===== src/rtl/cbct_pkg.sv =====
// cbct_pkg: types and constants shared by the color box centroid tracker
// no dependencies; used by every module of the tracker

package cbct_pkg;

    localparam int CHAN_W    = 8;
    localparam int COORD_W   = 11;
    localparam int SUM_W     = 34;
    localparam int COUNT_W   = 23;
    localparam int CFG_IDX_W = 3;
    localparam int LIMIT_W   = 13;

    // frame limits; coordinates at or beyond them are not accumulated
    localparam int MAX_WIDTH  = 2048;
    localparam int MAX_HEIGHT = 2048;

    // one quotient bit per divider step
    localparam int DIV_STEPS = SUM_W;
    localparam int DIV_CNT_W = $clog2(DIV_STEPS);

    localparam logic [CHAN_W-1:0] MATCH_BLUE  = 8'd0;
    localparam logic [CHAN_W-1:0] MATCH_GREEN = 8'd0;
    localparam logic [CHAN_W-1:0] MATCH_RED   = 8'd255;

    localparam logic [CHAN_W-1:0] RST_TARGET_RED      = 8'd0;
    localparam logic [CHAN_W-1:0] RST_TARGET_GREEN    = 8'd255;
    localparam logic [CHAN_W-1:0] RST_TARGET_BLUE     = 8'd0;
    localparam logic [CHAN_W-1:0] RST_TOLERANCE_RED   = 8'd15;
    localparam logic [CHAN_W-1:0] RST_TOLERANCE_GREEN = 8'd26;
    localparam logic [CHAN_W-1:0] RST_TOLERANCE_BLUE  = 8'd40;

    typedef enum logic [CFG_IDX_W-1:0] {
        CFG_TARGET_RED      = 3'd0,
        CFG_TARGET_GREEN    = 3'd1,
        CFG_TARGET_BLUE     = 3'd2,
        CFG_TOLERANCE_RED   = 3'd3,
        CFG_TOLERANCE_GREEN = 3'd4,
        CFG_TOLERANCE_BLUE  = 3'd5
    } t_cfg_index;

    // classified pixel word passed from front to back
    typedef struct packed {
        logic [CHAN_W-1:0]  blue;
        logic [CHAN_W-1:0]  green;
        logic [CHAN_W-1:0]  red;
        logic [COORD_W-1:0] x;
        logic [COORD_W-1:0] y;
        logic               eof;
        logic               hit;
        logic               in_range;
    } t_item;

    typedef enum logic {
        ST_IDLE = 1'b0,
        ST_DIV  = 1'b1
    } t_back_state;

endpackage


===== src/rtl/color_box_centroid_tracker.sv =====
// color_box_centroid_tracker: top level, front classifier, word queue and accumulating back end
// depends on cbct_pkg, cbct_front, cbct_fifo, cbct_back
//
//  channel  | handshake               | payload
//  ---------+-------------------------+------------------------------------------------
//  pixel in | i_valid / o_ready       | i_in_blue i_in_green i_in_red i_pixel_x
//           |                         | i_pixel_y i_end_of_frame
//  result   | o_valid / i_ready       | o_out_blue o_out_green o_out_red o_matched
//           |                         | o_centroid_x o_centroid_y o_centroid_valid
//           |                         | o_frame_done
//  config   | i_cfg_valid/o_cfg_ready | i_cfg_index i_cfg_data
//
// a pixel without end_of_frame shows its word in the cycle after it leaves the queue,
// so a stream runs at one word per cycle while the result side takes words and no division runs
// an end_of_frame word with matches waits for the 34-step divider
// reset is synchronous; it restores the color box registers and clears the sums
// the queue keeps taking pixels while the result side stalls, until it is full

module color_box_centroid_tracker #(
    parameter int FIFO_DEPTH = 4
) (
    input  logic        i_clk,
    input  logic        i_rst_n,
    input  logic        i_valid,
    output logic        o_ready,
    input  logic [7:0]  i_in_blue,
    input  logic [7:0]  i_in_green,
    input  logic [7:0]  i_in_red,
    input  logic [10:0] i_pixel_x,
    input  logic [10:0] i_pixel_y,
    input  logic        i_end_of_frame,
    output logic        o_valid,
    input  logic        i_ready,
    output logic [7:0]  o_out_blue,
    output logic [7:0]  o_out_green,
    output logic [7:0]  o_out_red,
    output logic        o_matched,
    output logic [10:0] o_centroid_x,
    output logic [10:0] o_centroid_y,
    output logic        o_centroid_valid,
    output logic        o_frame_done,
    input  logic        i_cfg_valid,
    output logic        o_cfg_ready,
    input  logic [2:0]  i_cfg_index,
    input  logic [7:0]  i_cfg_data
);

    cbct_pkg::t_item w_front_item, w_queue_item;
    logic            w_full, w_queue_valid, w_pop;

    cbct_front u_front (
        .i_clk       (i_clk),
        .i_rst_n     (i_rst_n),
        .i_cfg_valid (i_cfg_valid),
        .o_cfg_ready (o_cfg_ready),
        .i_cfg_index (i_cfg_index),
        .i_cfg_data  (i_cfg_data),
        .i_blue      (i_in_blue),
        .i_green     (i_in_green),
        .i_red       (i_in_red),
        .i_x         (i_pixel_x),
        .i_y         (i_pixel_y),
        .i_eof       (i_end_of_frame),
        .o_item      (w_front_item)
    );

    cbct_fifo #(
        .DEPTH (FIFO_DEPTH)
    ) u_fifo (
        .i_clk   (i_clk),
        .i_rst_n (i_rst_n),
        .i_push  (i_valid),
        .i_item  (w_front_item),
        .o_full  (w_full),
        .i_pop   (w_pop),
        .o_valid (w_queue_valid),
        .o_item  (w_queue_item)
    );

    assign o_ready = !w_full;

    cbct_back u_back (
        .i_clk            (i_clk),
        .i_rst_n          (i_rst_n),
        .i_item_valid     (w_queue_valid),
        .i_item           (w_queue_item),
        .o_pop            (w_pop),
        .o_valid          (o_valid),
        .i_ready          (i_ready),
        .o_blue           (o_out_blue),
        .o_green          (o_out_green),
        .o_red            (o_out_red),
        .o_matched        (o_matched),
        .o_centroid_x     (o_centroid_x),
        .o_centroid_y     (o_centroid_y),
        .o_centroid_valid (o_centroid_valid),
        .o_frame_done     (o_frame_done)
    );

endmodule


===== src/rtl/cbct_front.sv =====
// cbct_front: color box registers and pixel classification
// depends on cbct_pkg

module cbct_front (
    input  logic                          i_clk,
    input  logic                          i_rst_n,
    input  logic                          i_cfg_valid,
    output logic                          o_cfg_ready,
    input  logic [cbct_pkg::CFG_IDX_W-1:0] i_cfg_index,
    input  logic [cbct_pkg::CHAN_W-1:0]    i_cfg_data,
    input  logic [cbct_pkg::CHAN_W-1:0]    i_blue,
    input  logic [cbct_pkg::CHAN_W-1:0]    i_green,
    input  logic [cbct_pkg::CHAN_W-1:0]    i_red,
    input  logic [cbct_pkg::COORD_W-1:0]   i_x,
    input  logic [cbct_pkg::COORD_W-1:0]   i_y,
    input  logic                          i_eof,
    output cbct_pkg::t_item               o_item
);

    logic [cbct_pkg::CHAN_W-1:0] r_target_red, r_target_green, r_target_blue;
    logic [cbct_pkg::CHAN_W-1:0] r_tol_red, r_tol_green, r_tol_blue;

    // bounds in signed arithmetic, so they do not clip at 0 or 255
    function automatic logic in_box(input logic [cbct_pkg::CHAN_W-1:0] v,
                                    input logic [cbct_pkg::CHAN_W-1:0] t,
                                    input logic [cbct_pkg::CHAN_W-1:0] tol);
        logic signed [cbct_pkg::CHAN_W+1:0] lo;
        logic signed [cbct_pkg::CHAN_W+1:0] hi;
        logic signed [cbct_pkg::CHAN_W+1:0] s;
        lo = $signed({2'b00, t}) - $signed({2'b00, tol});
        hi = $signed({2'b00, t}) + $signed({2'b00, tol});
        s  = $signed({2'b00, v});
        return (s >= lo) && (s <= hi);
    endfunction

    assign o_cfg_ready = 1'b1;

    always_ff @(posedge i_clk) begin
        if (!i_rst_n) begin
            r_target_red   <= cbct_pkg::RST_TARGET_RED;
            r_target_green <= cbct_pkg::RST_TARGET_GREEN;
            r_target_blue  <= cbct_pkg::RST_TARGET_BLUE;
            r_tol_red      <= cbct_pkg::RST_TOLERANCE_RED;
            r_tol_green    <= cbct_pkg::RST_TOLERANCE_GREEN;
            r_tol_blue     <= cbct_pkg::RST_TOLERANCE_BLUE;
        end else if (i_cfg_valid) begin
            unique case (i_cfg_index)
                cbct_pkg::CFG_TARGET_RED:      r_target_red   <= i_cfg_data;
                cbct_pkg::CFG_TARGET_GREEN:    r_target_green <= i_cfg_data;
                cbct_pkg::CFG_TARGET_BLUE:     r_target_blue  <= i_cfg_data;
                cbct_pkg::CFG_TOLERANCE_RED:   r_tol_red      <= i_cfg_data;
                cbct_pkg::CFG_TOLERANCE_GREEN: r_tol_green    <= i_cfg_data;
                cbct_pkg::CFG_TOLERANCE_BLUE:  r_tol_blue     <= i_cfg_data;
                default: begin
                end
            endcase
        end
    end

    always_comb begin
        o_item.blue  = i_blue;
        o_item.green = i_green;
        o_item.red   = i_red;
        o_item.x     = i_x;
        o_item.y     = i_y;
        o_item.eof   = i_eof;
        o_item.hit   = in_box(i_blue, r_target_blue, r_tol_blue)
                    && in_box(i_green, r_target_green, r_tol_green)
                    && in_box(i_red, r_target_red, r_tol_red);
        o_item.in_range =
            ({{(cbct_pkg::LIMIT_W-cbct_pkg::COORD_W){1'b0}}, i_x}
                < cbct_pkg::LIMIT_W'(cbct_pkg::MAX_WIDTH))
            && ({{(cbct_pkg::LIMIT_W-cbct_pkg::COORD_W){1'b0}}, i_y}
                < cbct_pkg::LIMIT_W'(cbct_pkg::MAX_HEIGHT));
    end

endmodule


===== src/rtl/cbct_fifo.sv =====
// cbct_fifo: short word queue between the front and back parts
// depends on cbct_pkg for the word type

module cbct_fifo #(
    parameter int DEPTH = 4
) (
    input  logic            i_clk,
    input  logic            i_rst_n,
    input  logic            i_push,
    input  cbct_pkg::t_item i_item,
    output logic            o_full,
    input  logic            i_pop,
    output logic            o_valid,
    output cbct_pkg::t_item o_item
);

    localparam int AW = (DEPTH > 1) ? $clog2(DEPTH) : 1;
    localparam int CW = $clog2(DEPTH + 1);

    cbct_pkg::t_item r_mem [DEPTH];
    logic [AW-1:0]   r_wr_ptr, r_rd_ptr;
    logic [CW-1:0]   r_count;
    logic            w_push, w_pop;

    assign o_full  = (r_count == CW'(DEPTH));
    assign o_valid = (r_count != '0);
    assign o_item  = r_mem[r_rd_ptr];
    assign w_push  = i_push && !o_full;
    assign w_pop   = i_pop && o_valid;

    always_ff @(posedge i_clk) begin
        if (w_push) begin
            r_mem[r_wr_ptr] <= i_item;
        end
    end

    always_ff @(posedge i_clk) begin
        if (!i_rst_n) begin
            r_wr_ptr <= '0;
            r_rd_ptr <= '0;
            r_count  <= '0;
        end else begin
            if (w_push) begin
                r_wr_ptr <= (r_wr_ptr == AW'(DEPTH - 1)) ? '0 : r_wr_ptr + 1'b1;
            end
            if (w_pop) begin
                r_rd_ptr <= (r_rd_ptr == AW'(DEPTH - 1)) ? '0 : r_rd_ptr + 1'b1;
            end
            if (w_push && !w_pop) begin
                r_count <= r_count + 1'b1;
            end else if (w_pop && !w_push) begin
                r_count <= r_count - 1'b1;
            end
        end
    end

endmodule


===== src/rtl/cbct_div.sv =====
// cbct_div: restoring divider, one quotient bit per cycle, two dividends over one divisor
// depends on cbct_pkg; keeps only the low coordinate bits of each quotient

module cbct_div (
    input  logic                          i_clk,
    input  logic                          i_rst_n,
    input  logic                          i_start,
    input  logic [cbct_pkg::SUM_W-1:0]    i_num_x,
    input  logic [cbct_pkg::SUM_W-1:0]    i_num_y,
    input  logic [cbct_pkg::COUNT_W-1:0]  i_den,
    output logic                          o_busy,
    output logic [cbct_pkg::COORD_W-1:0]  o_quot_x,
    output logic [cbct_pkg::COORD_W-1:0]  o_quot_y
);

    logic                             r_busy;
    logic [cbct_pkg::DIV_CNT_W-1:0]   r_cnt;
    logic [cbct_pkg::SUM_W-1:0]       r_num_x, r_num_y;
    logic [cbct_pkg::COUNT_W-1:0]     r_rem_x, r_rem_y, r_den;
    logic [cbct_pkg::COORD_W-1:0]     r_q_x, r_q_y;
    logic [cbct_pkg::COUNT_W:0]       w_trial_x, w_trial_y, w_diff_x, w_diff_y;
    logic                             w_ge_x, w_ge_y;

    always_comb begin
        w_trial_x = {r_rem_x, r_num_x[cbct_pkg::SUM_W-1]};
        w_trial_y = {r_rem_y, r_num_y[cbct_pkg::SUM_W-1]};
        w_diff_x  = w_trial_x - {1'b0, r_den};
        w_diff_y  = w_trial_y - {1'b0, r_den};
        w_ge_x    = (w_trial_x >= {1'b0, r_den});
        w_ge_y    = (w_trial_y >= {1'b0, r_den});
    end

    always_ff @(posedge i_clk) begin
        if (!i_rst_n) begin
            r_busy <= 1'b0;
            r_cnt  <= '0;
        end else if (i_start) begin
            r_busy <= 1'b1;
            r_cnt  <= '0;
        end else if (r_busy) begin
            r_cnt <= r_cnt + 1'b1;
            if (r_cnt == cbct_pkg::DIV_CNT_W'(cbct_pkg::DIV_STEPS - 1)) begin
                r_busy <= 1'b0;
            end
        end
    end

    always_ff @(posedge i_clk) begin
        if (i_start) begin
            r_num_x <= i_num_x;
            r_num_y <= i_num_y;
            r_den   <= i_den;
            r_rem_x <= '0;
            r_rem_y <= '0;
            r_q_x   <= '0;
            r_q_y   <= '0;
        end else if (r_busy) begin
            r_num_x <= {r_num_x[cbct_pkg::SUM_W-2:0], 1'b0};
            r_num_y <= {r_num_y[cbct_pkg::SUM_W-2:0], 1'b0};
            // remainder stays below the divisor, so the top trial bit drops out
            r_rem_x <= w_ge_x ? w_diff_x[cbct_pkg::COUNT_W-1:0]
                              : w_trial_x[cbct_pkg::COUNT_W-1:0];
            r_rem_y <= w_ge_y ? w_diff_y[cbct_pkg::COUNT_W-1:0]
                              : w_trial_y[cbct_pkg::COUNT_W-1:0];
            r_q_x   <= {r_q_x[cbct_pkg::COORD_W-2:0], w_ge_x};
            r_q_y   <= {r_q_y[cbct_pkg::COORD_W-2:0], w_ge_y};
        end
    end

    assign o_busy   = r_busy;
    assign o_quot_x = r_q_x;
    assign o_quot_y = r_q_y;

endmodule


===== src/rtl/cbct_back.sv =====
// cbct_back: accumulates matched coordinates, forms the centroid and holds the result word
// depends on cbct_pkg and cbct_div

module cbct_back (
    input  logic                          i_clk,
    input  logic                          i_rst_n,
    input  logic                          i_item_valid,
    input  cbct_pkg::t_item               i_item,
    output logic                          o_pop,
    output logic                          o_valid,
    input  logic                          i_ready,
    output logic [cbct_pkg::CHAN_W-1:0]   o_blue,
    output logic [cbct_pkg::CHAN_W-1:0]   o_green,
    output logic [cbct_pkg::CHAN_W-1:0]   o_red,
    output logic                          o_matched,
    output logic [cbct_pkg::COORD_W-1:0]  o_centroid_x,
    output logic [cbct_pkg::COORD_W-1:0]  o_centroid_y,
    output logic                          o_centroid_valid,
    output logic                          o_frame_done
);

    cbct_pkg::t_back_state            r_state, n_state;
    logic [cbct_pkg::SUM_W-1:0]       r_sum_x, r_sum_y, n_sum_x, n_sum_y;
    logic [cbct_pkg::COUNT_W-1:0]     r_count, n_count;
    logic                             r_out_valid;
    logic [cbct_pkg::CHAN_W-1:0]      r_blue, r_green, r_red;
    logic                             r_matched, r_cv, r_fd;
    logic [cbct_pkg::COORD_W-1:0]     r_cx, r_cy;
    logic                             w_out_free, w_pop, w_add, w_div_start, w_load_cent;
    logic                             w_div_busy;
    logic [cbct_pkg::COORD_W-1:0]     w_quot_x, w_quot_y;

    cbct_div u_div (
        .i_clk    (i_clk),
        .i_rst_n  (i_rst_n),
        .i_start  (w_div_start),
        .i_num_x  (n_sum_x),
        .i_num_y  (n_sum_y),
        .i_den    (n_count),
        .o_busy   (w_div_busy),
        .o_quot_x (w_quot_x),
        .o_quot_y (w_quot_y)
    );

    // control outputs of the sequencer
    always_comb begin
        w_out_free  = !r_out_valid || i_ready;
        w_pop       = (r_state == cbct_pkg::ST_IDLE) && i_item_valid && w_out_free;
        w_add       = i_item.hit && i_item.in_range;
        n_sum_x     = r_sum_x + (w_add ? {{(cbct_pkg::SUM_W-cbct_pkg::COORD_W){1'b0}}, i_item.x}
                                       : '0);
        n_sum_y     = r_sum_y + (w_add ? {{(cbct_pkg::SUM_W-cbct_pkg::COORD_W){1'b0}}, i_item.y}
                                       : '0);
        n_count     = r_count + {{(cbct_pkg::COUNT_W-1){1'b0}}, w_add};
        // empty frame skips the divider
        w_div_start = w_pop && i_item.eof && (n_count != '0);
        w_load_cent = (r_state == cbct_pkg::ST_DIV) && !w_div_busy && w_out_free;
    end

    always_comb begin
        n_state = r_state;
        unique case (r_state)
            cbct_pkg::ST_IDLE: begin
                if (w_div_start) begin
                    n_state = cbct_pkg::ST_DIV;
                end
            end
            cbct_pkg::ST_DIV: begin
                if (w_load_cent) begin
                    n_state = cbct_pkg::ST_IDLE;
                end
            end
            default: n_state = cbct_pkg::ST_IDLE;
        endcase
    end

    always_ff @(posedge i_clk) begin
        if (!i_rst_n) begin
            r_state     <= cbct_pkg::ST_IDLE;
            r_sum_x     <= '0;
            r_sum_y     <= '0;
            r_count     <= '0;
            r_out_valid <= 1'b0;
        end else begin
            r_state <= n_state;
            if (w_pop) begin
                if (i_item.eof) begin
                    r_sum_x <= '0;
                    r_sum_y <= '0;
                    r_count <= '0;
                end else begin
                    r_sum_x <= n_sum_x;
                    r_sum_y <= n_sum_y;
                    r_count <= n_count;
                end
            end
            if (w_pop) begin
                r_out_valid <= !w_div_start;
            end else if (w_load_cent) begin
                r_out_valid <= 1'b1;
            end else if (i_ready) begin
                r_out_valid <= 1'b0;
            end
        end
    end

    // pixel part is written on pop, centroid part when the divider has finished and the output is free
    always_ff @(posedge i_clk) begin
        if (w_pop) begin
            r_blue    <= i_item.hit ? cbct_pkg::MATCH_BLUE  : i_item.blue;
            r_green   <= i_item.hit ? cbct_pkg::MATCH_GREEN : i_item.green;
            r_red     <= i_item.hit ? cbct_pkg::MATCH_RED   : i_item.red;
            r_matched <= i_item.hit;
            r_fd      <= i_item.eof;
            r_cx      <= '0;
            r_cy      <= '0;
            r_cv      <= 1'b0;
        end else if (w_load_cent) begin
            r_cx <= w_quot_x;
            r_cy <= w_quot_y;
            r_cv <= 1'b1;
        end
    end

    assign o_pop            = w_pop;
    assign o_valid          = r_out_valid;
    assign o_blue           = r_blue;
    assign o_green          = r_green;
    assign o_red            = r_red;
    assign o_matched        = r_matched;
    assign o_centroid_x     = r_cx;
    assign o_centroid_y     = r_cy;
    assign o_centroid_valid = r_cv;
    assign o_frame_done     = r_fd;

    a_div_no_out: assert property (@(posedge i_clk) disable iff (!i_rst_n)
        r_state == cbct_pkg::ST_DIV |-> !r_out_valid)
        else $error("result word shown while centroid division runs");

    a_pixel_out: assert property (@(posedge i_clk) disable iff (!i_rst_n)
        w_pop && !i_item.eof |=> r_out_valid)
        else $error("popped pixel did not reach the output register");

    a_busy_state: assert property (@(posedge i_clk) disable iff (!i_rst_n)
        w_div_busy |-> r_state == cbct_pkg::ST_DIV)
        else $error("divider busy outside the division state");

    a_cv_eof: assert property (@(posedge i_clk) disable iff (!i_rst_n)
        r_out_valid && r_cv |-> r_fd)
        else $error("centroid marked valid on a word that does not end a frame");

endmodule


===== config.mk =====
export PLATFORM = sky130hd
export DESIGN_NAME = color_box_centroid_tracker
export DESIGN_NICKNAME = d
export VERILOG_FILES = /design/src/rtl/cbct_pkg.sv /design/src/rtl/color_box_centroid_tracker.sv /design/src/rtl/cbct_front.sv /design/src/rtl/cbct_fifo.sv /design/src/rtl/cbct_div.sv /design/src/rtl/cbct_back.sv
export SDC_FILE = /design/constraint.sdc
export NUM_CORES = 1
export LEC_CHECK = 0
export BUFFER_PORTS_ARGS = -buffer_cell sky130_fd_sc_hd__buf_2
export CORE_AREA = 3 3 223 225
export DETAILED_ROUTE_END_ITERATION = 8
export DIE_AREA = 0 0 226 228
export PLACE_DENSITY = 0.85
export SLEW_MARGIN = 5
export SYNTH_ARGS = -nofsm -noshare
export SYNTH_HDL_FRONTEND = slang
export SYNTH_HIERARCHICAL = 1
export SYNTH_SLANG_ARGS = --single-unit

===== constraint.sdc =====
create_clock -name i_clk -period 7.8 [get_ports i_clk]
set_input_delay 1.56 -clock i_clk [delete_from_list [all_inputs] [get_ports i_clk]]
set_output_delay 1.56 -clock i_clk [all_outputs]
set_load 0.05 [all_outputs]

; Word level (Yosys, flattened, before mapping)
; Memory sizes are Yosys's and may differ from the RTL's. A register that Yosys moved wholly into a read port is not among the register bits.
; Cells that the tools add are included.
[word_totals]
out_inout_bits = 52
in_bits = 63
n_memories = 1
register_bits = 363
ram_bits = 192
[op_classes]
magnitude_cmp = 8
mux = 28
n_reduce_logical = 36
n_addsub = 16
bitwise_logic = 2
eq_ne = 9
[memory_table]
columns = name, depth, width, rd, rd_clocked_by_memory_dff, write_ports, line
row1 = u_fifo.r_mem, 4, 48, 1, 1, 1, cbct_fifo.sv:20  ; cbct_pkg::t_item r_mem [DEPTH];
[op_table]
columns = op, n
row1 = $mux W34, 6
row2 = $mux W23, 3
row3 = $add A34 B34 Y34, 2
row4 = $ge A24 B23 Y1, 2
row5 = $sub A23 B23 Y23, 2
row6 = $ge A9 B10 Y1, 3
row7 = $le A9 B10 Y1, 3
row8 = $add A8 B8 Y9, 3
row9 = $sub A8 B8 Y9, 3
row10 = $add A23 B1 Y23, 1
row11 = $reduce_bool A23 Y1, 1
row12 = $mux W11, 2
row13 = $logic_and A1 B1 Y1, 15
row14 = $reduce_and A2 Y1, 6
row15 = $mux W1, 10
row16 = $eq A3 B3 Y1 const B, 3
row17 = $mux W2, 4
row18 = $add A6 B1 Y6 const B, 1
row19 = $eq A3 B2 Y1 const B, 2
row20 = $eq A6 B6 Y1 const B, 1
row21 = $logic_not A1 Y1, 6
row22 = $mux W3, 2
row23 = $reduce_bool A3 Y1, 2
row24 = $add A2 B1 Y2 const B, 2
row25 = other kinds (11), 14

; Longest topological paths before layout
; Gate-level depths: netlist of the first run.
[logic_depth]
word_depth = 7
depth_mapped = 21
depth_no_buf = 16

; By module
; The synthesis of the first run kept the hierarchy.
[by_module_without_submodules]
columns = mod, instances, cells_each, area_each_um2, seq_area_each_um2
row1 = cbct_div, 1, 867, 9068.7, 4234.1
row2 = cbct_back, 1, 996, 8236.6, 3103.0
row3 = cbct_fifo, 1, 307, 7567.3, 6065.8
row4 = cbct_front, 1, 637, 5083.6, 960.9
row5 = color_box_centroid_tracker, 1, 1, 3.8, 0.0

; Worst setup path after synthesis of the first run
; Ideal clock, no wire load.
[synth_timing]
kind = register to register
start = register (tool-made name)
end = register u_back/u_div/r_num_x[0] (netlist name) (enable)
path_slack_ps = 1063
t_arrival_ps = 6315
path_stages_with_launch = 19
setup_ps = 422
synth_period_minus_slack_ps = 6737
path_cell_list = dfxtp_1 buf_1 mux4_2 clkbuf_1 clkbuf_1 and2_1 ha_1 ha_1 nand2_1 or2_2 buf_2 or3_1 nand4_2 nor4_2 a311oi_2 clkbuf_1 nor2_1 clkbuf_1 inv_1
[synth_lines]
columns = element, line
row1 = end signal: assignment, cbct_div.sv:50  ; r_num_x <= i_num_x;
row2 = end signal: assignment, cbct_div.sv:58  ; r_num_x <= {r_num_x[cbct_pkg::SUM_W-2:0], 1'b0};
row3 = end: declaration, cbct_div.sv:18  ; logic [cbct_pkg::SUM_W-1:0] r_num_x, r_num_y;

==> results by group, run 1 <==
Outcome
  • Status: complete, no violations

Detailed routing
  • Initial DRC count: 2164
  • Met3 routed WL: 4.37 mm
  • DRC: 0
  • Avg Vias per Cell: 6.28
  • Detailed Routing Iterations Pass 1: 5
  • M1 WL: 28.2 mm
  • Met2 wire length: 33.6 mm
  • WL/cell: 19.7 µm
  • Drt total wl: 68.4 mm
  • Post-DRT Antenna Nets: 0
  • Top Metal Used: met5
  • Vias: 21900

Placed design
  • Final RePlAce weighted congestion: 0.899
  • Port bufs: 113
  • Dpl ws: 2.14 ns
  • DP HPWL: 45.3 mm

Pwr
  • Int Pwr: 6.81 mW
  • Power per Cell Area: 332 mW/mm²
  • Sw frac: 36.9%
  • Pleak: 12.3 nW
  • Maximum VDD drop: 0.000239 V
  • Clock network fraction of design power: 26.3%
  • Flop pwr share: 37.7%
  • Switch Pwr: 3.98 mW
  • Gate power share: 36.0%

STA
  • Actual slew at the worst max-slew pin: 1.09 ns
  • Max Freq: 176 MHz
  • Post-route minimum period: 5.69 ns
  • # setup viols final: 0
  • Worst setup margin: 2.11 ns
  • Rel. slew slack: 27.1%
  • RSZ-0062 raised after global routing: false
  • Final worst path period share: 72.9%
  • Final hold vios: 0
  • Final Max Tran Viols: 0
  • TNS Setup: 0 ns
  • Clock Skew: 0.0242 ns

Global route
  • Overflow after GRT: 0
  • Initial antenna violation count: 4
  • First-pass GRT wire length: 110 mm
  • Gr usage total: 26.2%
  • Vias in the first global route: 21700
  • Largest net degree at the start of global routing: 102

Worst setup path
  • Crit end category: flop
  • Required @ worst endpoint: 8.33 ns
  • CP Class: reg2reg
  • Critical path's top delay family: simple AND/OR/NAND/NOR gates
  • Slowest cell on the critical path: nor2b_1
  • Crit path cell chain: buf_4, mux4_2, and2_1, ha_1, ha_1, nand2_1, or2_2, nor2_1, or3_1, a2111oi_2, a311oi_4, nor2b_1, nand2_1, o211ai_1
  • Critical path fanouts, max: 48
  • CP arrival: 6.22 ns
  • CP startpoint kind: flop
  • CP max stage delay: 0.85 ns
  • Bufs and invs on worst path: 1

Synth
  • Top cell type's share of synthesized area: 31.4%
  • Post-Synthesis Cells: 2808
  • Largest cells by area after synthesis: edfxtp_1 31%, dfxtp_1 17%, ha_1 7.3%
  • Largest family of logic cells by synthesized area: simple AND/OR/NAND/NOR gates
  • Synth async-reset ratio: 0%
  • Fraction of synthesized area in multiplexers: 7.36%
  • Most instantiated cells after synthesis: 313 x edfxtp_1, 279 x nand2_1, 248 x dfxtp_1
  • Syn Std Cell Area: 0.0300 mm²
  • Most common cell in the netlist: edfxtp_1
  • Synth Area in Simple Gates: 13.9%
  • Post-Synth XOR/XNOR Area: 4.39%
  • Compound-Gate Fraction of Synth Area: 13.8%
  • Post-synth EDFFs: 313
  • Avg Cell Area, Syn: 10.7 µm²
  • Largest area contributor in the netlist: edfxtp_1
  • Cell variety after synth: 102
  • Register area share after synthesis: 47.9%
  • Yosys reg bits: 561
  • Most used DFF post-synth: edfxtp_1
  • Yosys warns: 6
  • Adder-cell share of the synthesized area: 8.00%

Floorplan
  • Die area: 0.0515 mm²
  • # rows: 80
  • Initial core utilization: 62.7%
  • Die Ht: 228 µm
  • Core footprint: 0.0477 mm²
  • I/O pin cnt: 115
  • Die Wd: 226 µm

Cells and area
  • Ant diodes: 0
  • Final Util: 68.1%
  • Synthesis-to-layout area growth: 8.46%
  • Final #Nets: 3065
  • Layout cells sized above 1: 14.1%
  • Number of fill cells in the layout: 3387

CTS
  • TritonCTS buffer count: 55
  • Max clock buf depth: 3
  • Clk_lat worst skew: 0.63 ns
  • Hold_buf cts: 0
  • Maximum level of the CTS H-tree: 2
  • CTS tree: built
  • Clock sinks: 561
  • Post-CTS sizing: 0
  • CTS Root Buffer Type: clkbuf_16
  • Clock Pin Slew Worst Setup and Hold Paths: 0.06 ns
  • Setup Fix Bufs, Post-CTS: 0

Min path
  • Hold Crit Class: reg2reg
  • Hold Crit Start: u_back/o_centroid_y[10]

Run
  • Max-cap viol count: 0
-- worst reg2reg max path, delay by kind of cell, from the launching register on --
family | cells | cell delay (ns)
simple gates | 7 | 2.23
compound gates | 3 | 0.99
mux | 1 | 0.83
buf+inv | 1 | 0.74
fa+ha+maj | 2 | 0.48
flops | 1 | 0.35
-- cell families (layout without fill, tap and decap cells) --
group	count (synthesis)	count (layout)
other	1	2
XOR/XNOR	150	150
adder cells (fa/ha/maj)	185	185
AO/OA/AOI/OAI	620	620
buffers and inverters	294	349
multiplexers	150	150
flip-flops	561	561
AND/OR/NAND/NOR	847	847
-- metal layers --
layer | vias up | track usage (%)
met5 | - | 0
met4 | 8 | 9.29
met3 | 155 | 4.18
met2 | 825 | 44.9
met1 | 10600 | 33.8
li1 | 10300 | -
-- registers in the layout (all words and copies together) (netlist names), 11 cells and up, named ones only --
| signal | flops |
|---|---|
| u_fifo/r_mem | 196 |
| u_back/r_sum_x | 34 |
| u_back/r_sum_y | 34 |
| u_back/u_div/r_num_x | 34 |
| u_back/u_div/r_num_y | 34 |
| u_back/r_count | 23 |
| u_back/u_div/r_den | 23 |
| u_back/u_div/r_rem_x | 23 |
| u_back/u_div/r_rem_y | 23 |
| u_back/o_centroid_x | 11 |
| u_back/o_centroid_y | 11 |
| u_back/u_div/o_quot_x | 11 |
| u_back/u_div/o_quot_y | 11 |
-- stage by stage --
step	hold WS [ns]	cell area [µm²]	instances	power [mW]
floorplan	0.431	30000	2809	7.00
global placement	0.440	30500	3375	7.77
detailed placement	0.444	30500	3375	7.92
CTS	0.458	32500	3479	10.8
global route	0.476	32500	3479	11.4
finish	0.459	32500	3479	10.8
-- layout make-up --
type	instances	area [µm²]	area share, %
well taps	615	769	2.37
clock inverters	33	445	1.37
multi-input cells	1954	14200	43.8
inverters	110	413	1.27
clock buffers	71	1510	4.64
flip-flops and latches	561	14400	44.2
repair buffers	135	743	2.29
-- power by group through the flow --
stage                     logic [mW]  registers, mW  clock network (mW)
after floorplan                 2.68           4.32                   0
after global placement          3.67           4.10                   0
after detailed placement        3.80           4.12                   0
after CTS                       3.84           4.07                2.88
after global routing            4.23           4.12                3.00
final                           3.88           4.07                2.84
-- path summary, 6_finish.rpt --
path,depth (start not counted),slack [ns],end
max,14,2.11,u_back/u_div/r_rem_x[13]
min reg2reg,2,0.46,u_back/o_centroid_y[10]
min,2,0.46,u_back/o_centroid_y[10]
max reg2reg,14,2.11,u_back/u_div/r_rem_x[13]
-- cells in the final DEF (no fill, tap or decap), types with 12 or more instances in the layout --
cell,instances
and2_1,15
dfxtp_1,245
or3_1,42
nor3_1,43
a211oi_1,22
xor2_1,55
inv_1,107
o21a_1,24
a22oi_1,31
o21ai_0,116
nand3_1,67
o211ai_1,21
xnor2_1,95
nor2b_1,43
mux4_2,47
o21bai_1,20
a311oi_1,16
nand4_1,32
ha_1,174
edfxtp_1,313
o31ai_1,12
nand2_1,278
a21oi_1,166
clkbuf_16,56
and3_1,50
a21boi_0,35
buf_4,21
buf_2,113
a31oi_1,31
mux2i_1,35
a21o_1,32
nand2b_1,26
mux2_2,66
or2_2,13
nor2_1,179
(Power assumes the default switching activity.)
==> run 2, diff against run 1 <==
ABC_AREA = 1   (was not set)
CORE_AREA = 3 3 225 227   (was 3 3 223 225)
DIE_AREA = 0 0 228 230   (was 0 0 226 228)
clock period = 5.52 ns   (was 7.8 ns; I/O delays follow)
==> run 2 against run 1 <==
Against the previous run: synthesized cell count grew 35%; clock skew up 0.032 ns; non-clock buffer count grew 4; fmax grew 24%; first-iteration DRC count rose by 0.79%; critical endpoint is now u_back/u_div/r_rem_x[7]; flip-flop and latch count did not move; critical path depth up 12; register-to-register slack got worse by 1.2 ns; hold slack improved by 0.0047 ns; sequential power up 48%.
==> results by group, run 2 <==
Outcome
  • Status: complete, no violations

Worst setup path
  • Critical path's top delay family: buffers and inverters
  • CP Class: reg2reg
  • Critical path fanouts, max: 66
  • Crit path to: u_back/u_div/r_rem_x[7]
  • FF-to-FF End: u_back/u_div/r_rem_x[7]
  • Required @ worst endpoint: 6.08 ns
  • Stages on the worst setup path: 26
  • Worst-case reg-to-reg path depth: 26
  • CP max stage delay: 0.62 ns
  • Setup slack, reg-to-reg: 0.95 ns
  • Bufs and invs on worst path: 7
  • CP most frequent cell: nand2_1
  • Crit end category: flop
  • Slowest cell on the critical path: inv_1
  • CP arrival: 5.14 ns
  • CP startpoint kind: flop

Min path
  • Hold Crit Class: reg2reg
  • Hold Crit Start: u_back/u_div/o_quot_x[10]

Pwr
  • Maximum VDD drop: 0.000482 V
  • Total power draw: 16.7 mW
  • Power per Cell Area: 499 mW/mm²
  • Pleak: 14.6 nW

CTS
  • Max clock buf depth: 3
  • Maximum level of the CTS H-tree: 2
  • CTS tree: built
  • CTS Root Buffer Type: clkbuf_16
  • Clock sinks: 561
  • Hold_buf cts: 0
  • Post-CTS sizing: 0
  • Setup Fix Bufs, Post-CTS: 0
  • Clock Pin Slew Worst Setup and Hold Paths: 0.06 ns
  • Clk_lat worst skew: 0.65 ns
  • TritonCTS buffer count: 57

STA
  • Final worst path period share: 82.9%
  • TNS Setup: 0 ns
  • Rel. slew slack: 22.2%
  • Clock Skew: 0.0564 ns
  • RSZ-0062 raised after global routing: false
  • # setup viols final: 0
  • Hold_ws: 0.463 ns
  • Actual slew at the worst max-slew pin: 1.17 ns
  • Final Max Tran Viols: 0
  • Final hold vios: 0
  • Max Freq: 219 MHz
  • Post-route minimum period: 4.57 ns

Cells and area
  • Most frequent cells in the layout: 1039 x nand2_1, 415 x nor2_1, 414 x inv_1, 313 x edfxtp_1, 247 x dfxtp_1
  • Biggest register: u_fifo/r_mem
  • Final #Nets: 4077
  • Layout cells sized above 1: 8.18%
  • Largest register FFs: 196
  • Synthesis-to-layout area growth: 8.98%
  • Most common cell after layout, fill and taps aside: nand2_1

Synth
  • Synth async-reset ratio: 0%
  • Largest area contributor in the netlist: edfxtp_1
  • Most instantiated cells after synthesis: 1039 x nand2_1, 421 x nor2_1, 417 x inv_1
  • Most common cell in the netlist: nand2_1
  • Most used DFF post-synth: edfxtp_1
  • Yosys reg bits: 561
  • Avg Cell Area, Syn: 8.07 µm²
  • Post-synth EDFFs: 313
  • Register area share after synthesis: 46.8%
  • Syn Std Cell Area: 0.0307 mm²
  • Yosys warns: 6
  • Top cell type's share of synthesized area: 30.6%
  • Cell variety after synth: 54
  • Post-Synthesis Cells: 3800
  • Largest cells by area after synthesis: edfxtp_1 31%, dfxtp_1 16%, nand2_1 13%

Detailed routing
  • WL/cell: 15.9 µm
  • Initial DRC count: 2181
  • Avg Vias per Cell: 5.62
  • DRC: 0
  • Post-DRT Antenna Nets: 0
  • Detailed Routing Iterations Pass 1: 6
  • Vias: 25500
  • Drt total wl: 72.2 mm

Global route
  • Layer with the highest usage: met2
  • M2 GR Usage: 46.0%
  • Largest net degree at the start of global routing: 75
  • Gr usage total: 26.8%
  • M3 GR Usage: 3.95%
  • Initial antenna violation count: 4
  • Overflow after GRT: 0
  • Met1 usage: 34.4%
  • First-pass GRT wire length: 118 mm
  • Vias in the first global route: 24700

Floorplan
  • Die area: 0.0524 mm²
  • Core footprint: 0.0488 mm²
  • I/O pin cnt: 115
  • Initial core utilization: 62.8%
  • Die Ht: 230 µm
  • # rows: 81
  • Die Wd: 228 µm

Placed design
  • Final RePlAce weighted congestion: 0.966
  • DP HPWL: 48.5 mm
  • Port bufs: 113

Run
  • Max-cap viol count: 0
## run 2: area by class of cell
class / instances / area [µm²]
Fill cell: 3758 / 15400
Sequential cell: 561 / 14400
Multi-Input combinational cell: 2641 / 13800
Clock buffer: 79 / 1690
Inverter: 429 / 1620
Tap cell: 664 / 831
Timing Repair Buffer: 139 / 773
Clock inverter: 27 / 332
Antenna cell: 1 / 2.50
## run 2: logic make-up (layout without fill, tap and decap cells)
family / count (synthesis) / count (layout) / synth area share (%)
buffers and inverters: 599 / 674 / 8.38
XOR/XNOR: 103 / 103 / 2.94
other: 1 / 3 / 0.0122
adder cells (fa/ha/maj): 185 / 185 / 7.81
flip-flops: 561 / 561 / 46.8
AO/OA/AOI/OAI: 589 / 589 / 10.4
AND/OR/NAND/NOR: 1762 / 1762 / 23.6
## run 2: worst min path at each step
stage                                endpoint  slack (ns)  cells after the start
floorplan           u_back/u_div/o_quot_x[10]        0.43                      2
global placement    u_back/u_div/o_quot_x[10]        0.44                      2
detailed placement  u_back/u_div/o_quot_x[10]        0.45                      2
CTS                 u_back/u_div/o_quot_x[10]        0.47                      2
global route               u_back/r_sum_x[10]        0.49                      2
finish              u_back/u_div/o_quot_x[10]        0.46                      2
## run 2: metal layers
layer | up-vias | wire length (µm)
li1 | 12500 | -
met1 | 12000 | 30100
met2 | 922 | 35000
met3 | 177 | 4780
met4 | 6 | 2300
met5 | - | 34
## run 2: worst reg2reg max path: stages, from the launching register on
cell,delay [ns]
dfxtp_4,0.44
inv_6,0.38
o21ai_0,0.19
o22ai_2,0.14
nand2_1,0.09
inv_1,0.06
ha_1,0.20
ha_1,0.24
inv_1,0.09
nor2_4,0.18
nand2_2,0.09
clkinv_1,0.07
nand2_1,0.05
nand2_1,0.10
nand2_1,0.06
nor2_1,0.11
nand3_1,0.07
nor2_1,0.11
nand2_1,0.08
nand2_2,0.09
clkinv_2,0.07
nor2_2,0.10
buf_4,0.39
inv_1,0.63
a21oi_1,0.31
o21ai_1,0.11
nand2_1,0.09
## run 2: metrics by stage
| stage | setup slack, ns | cells | util, % | area (µm²) |
|---|---|---|---|---|
| 5_1_grt | 0.419 | 4541 | 68.4 | 33400 |
| 4_1_cts | 0.923 | 4540 | 68.4 | 33400 |
| 6_report | 0.945 | 4541 | 68.4 | 33400 |
| 3_3_place_gp | 1.10 | 4434 | 64.3 | 31400 |
| 3_5_place_dp | 0.972 | 4434 | 64.3 | 31400 |
| 2_1_floorplan | 0.290 | 3801 | - | 30700 |
## run 2: power breakdown
part	internal, mW	switching [mW]	total, mW
logic	1.83	4.78	6.60
clock network	2.39	1.67	4.07
registers	5.59	0.426	6.01
total	9.81	6.88	16.7
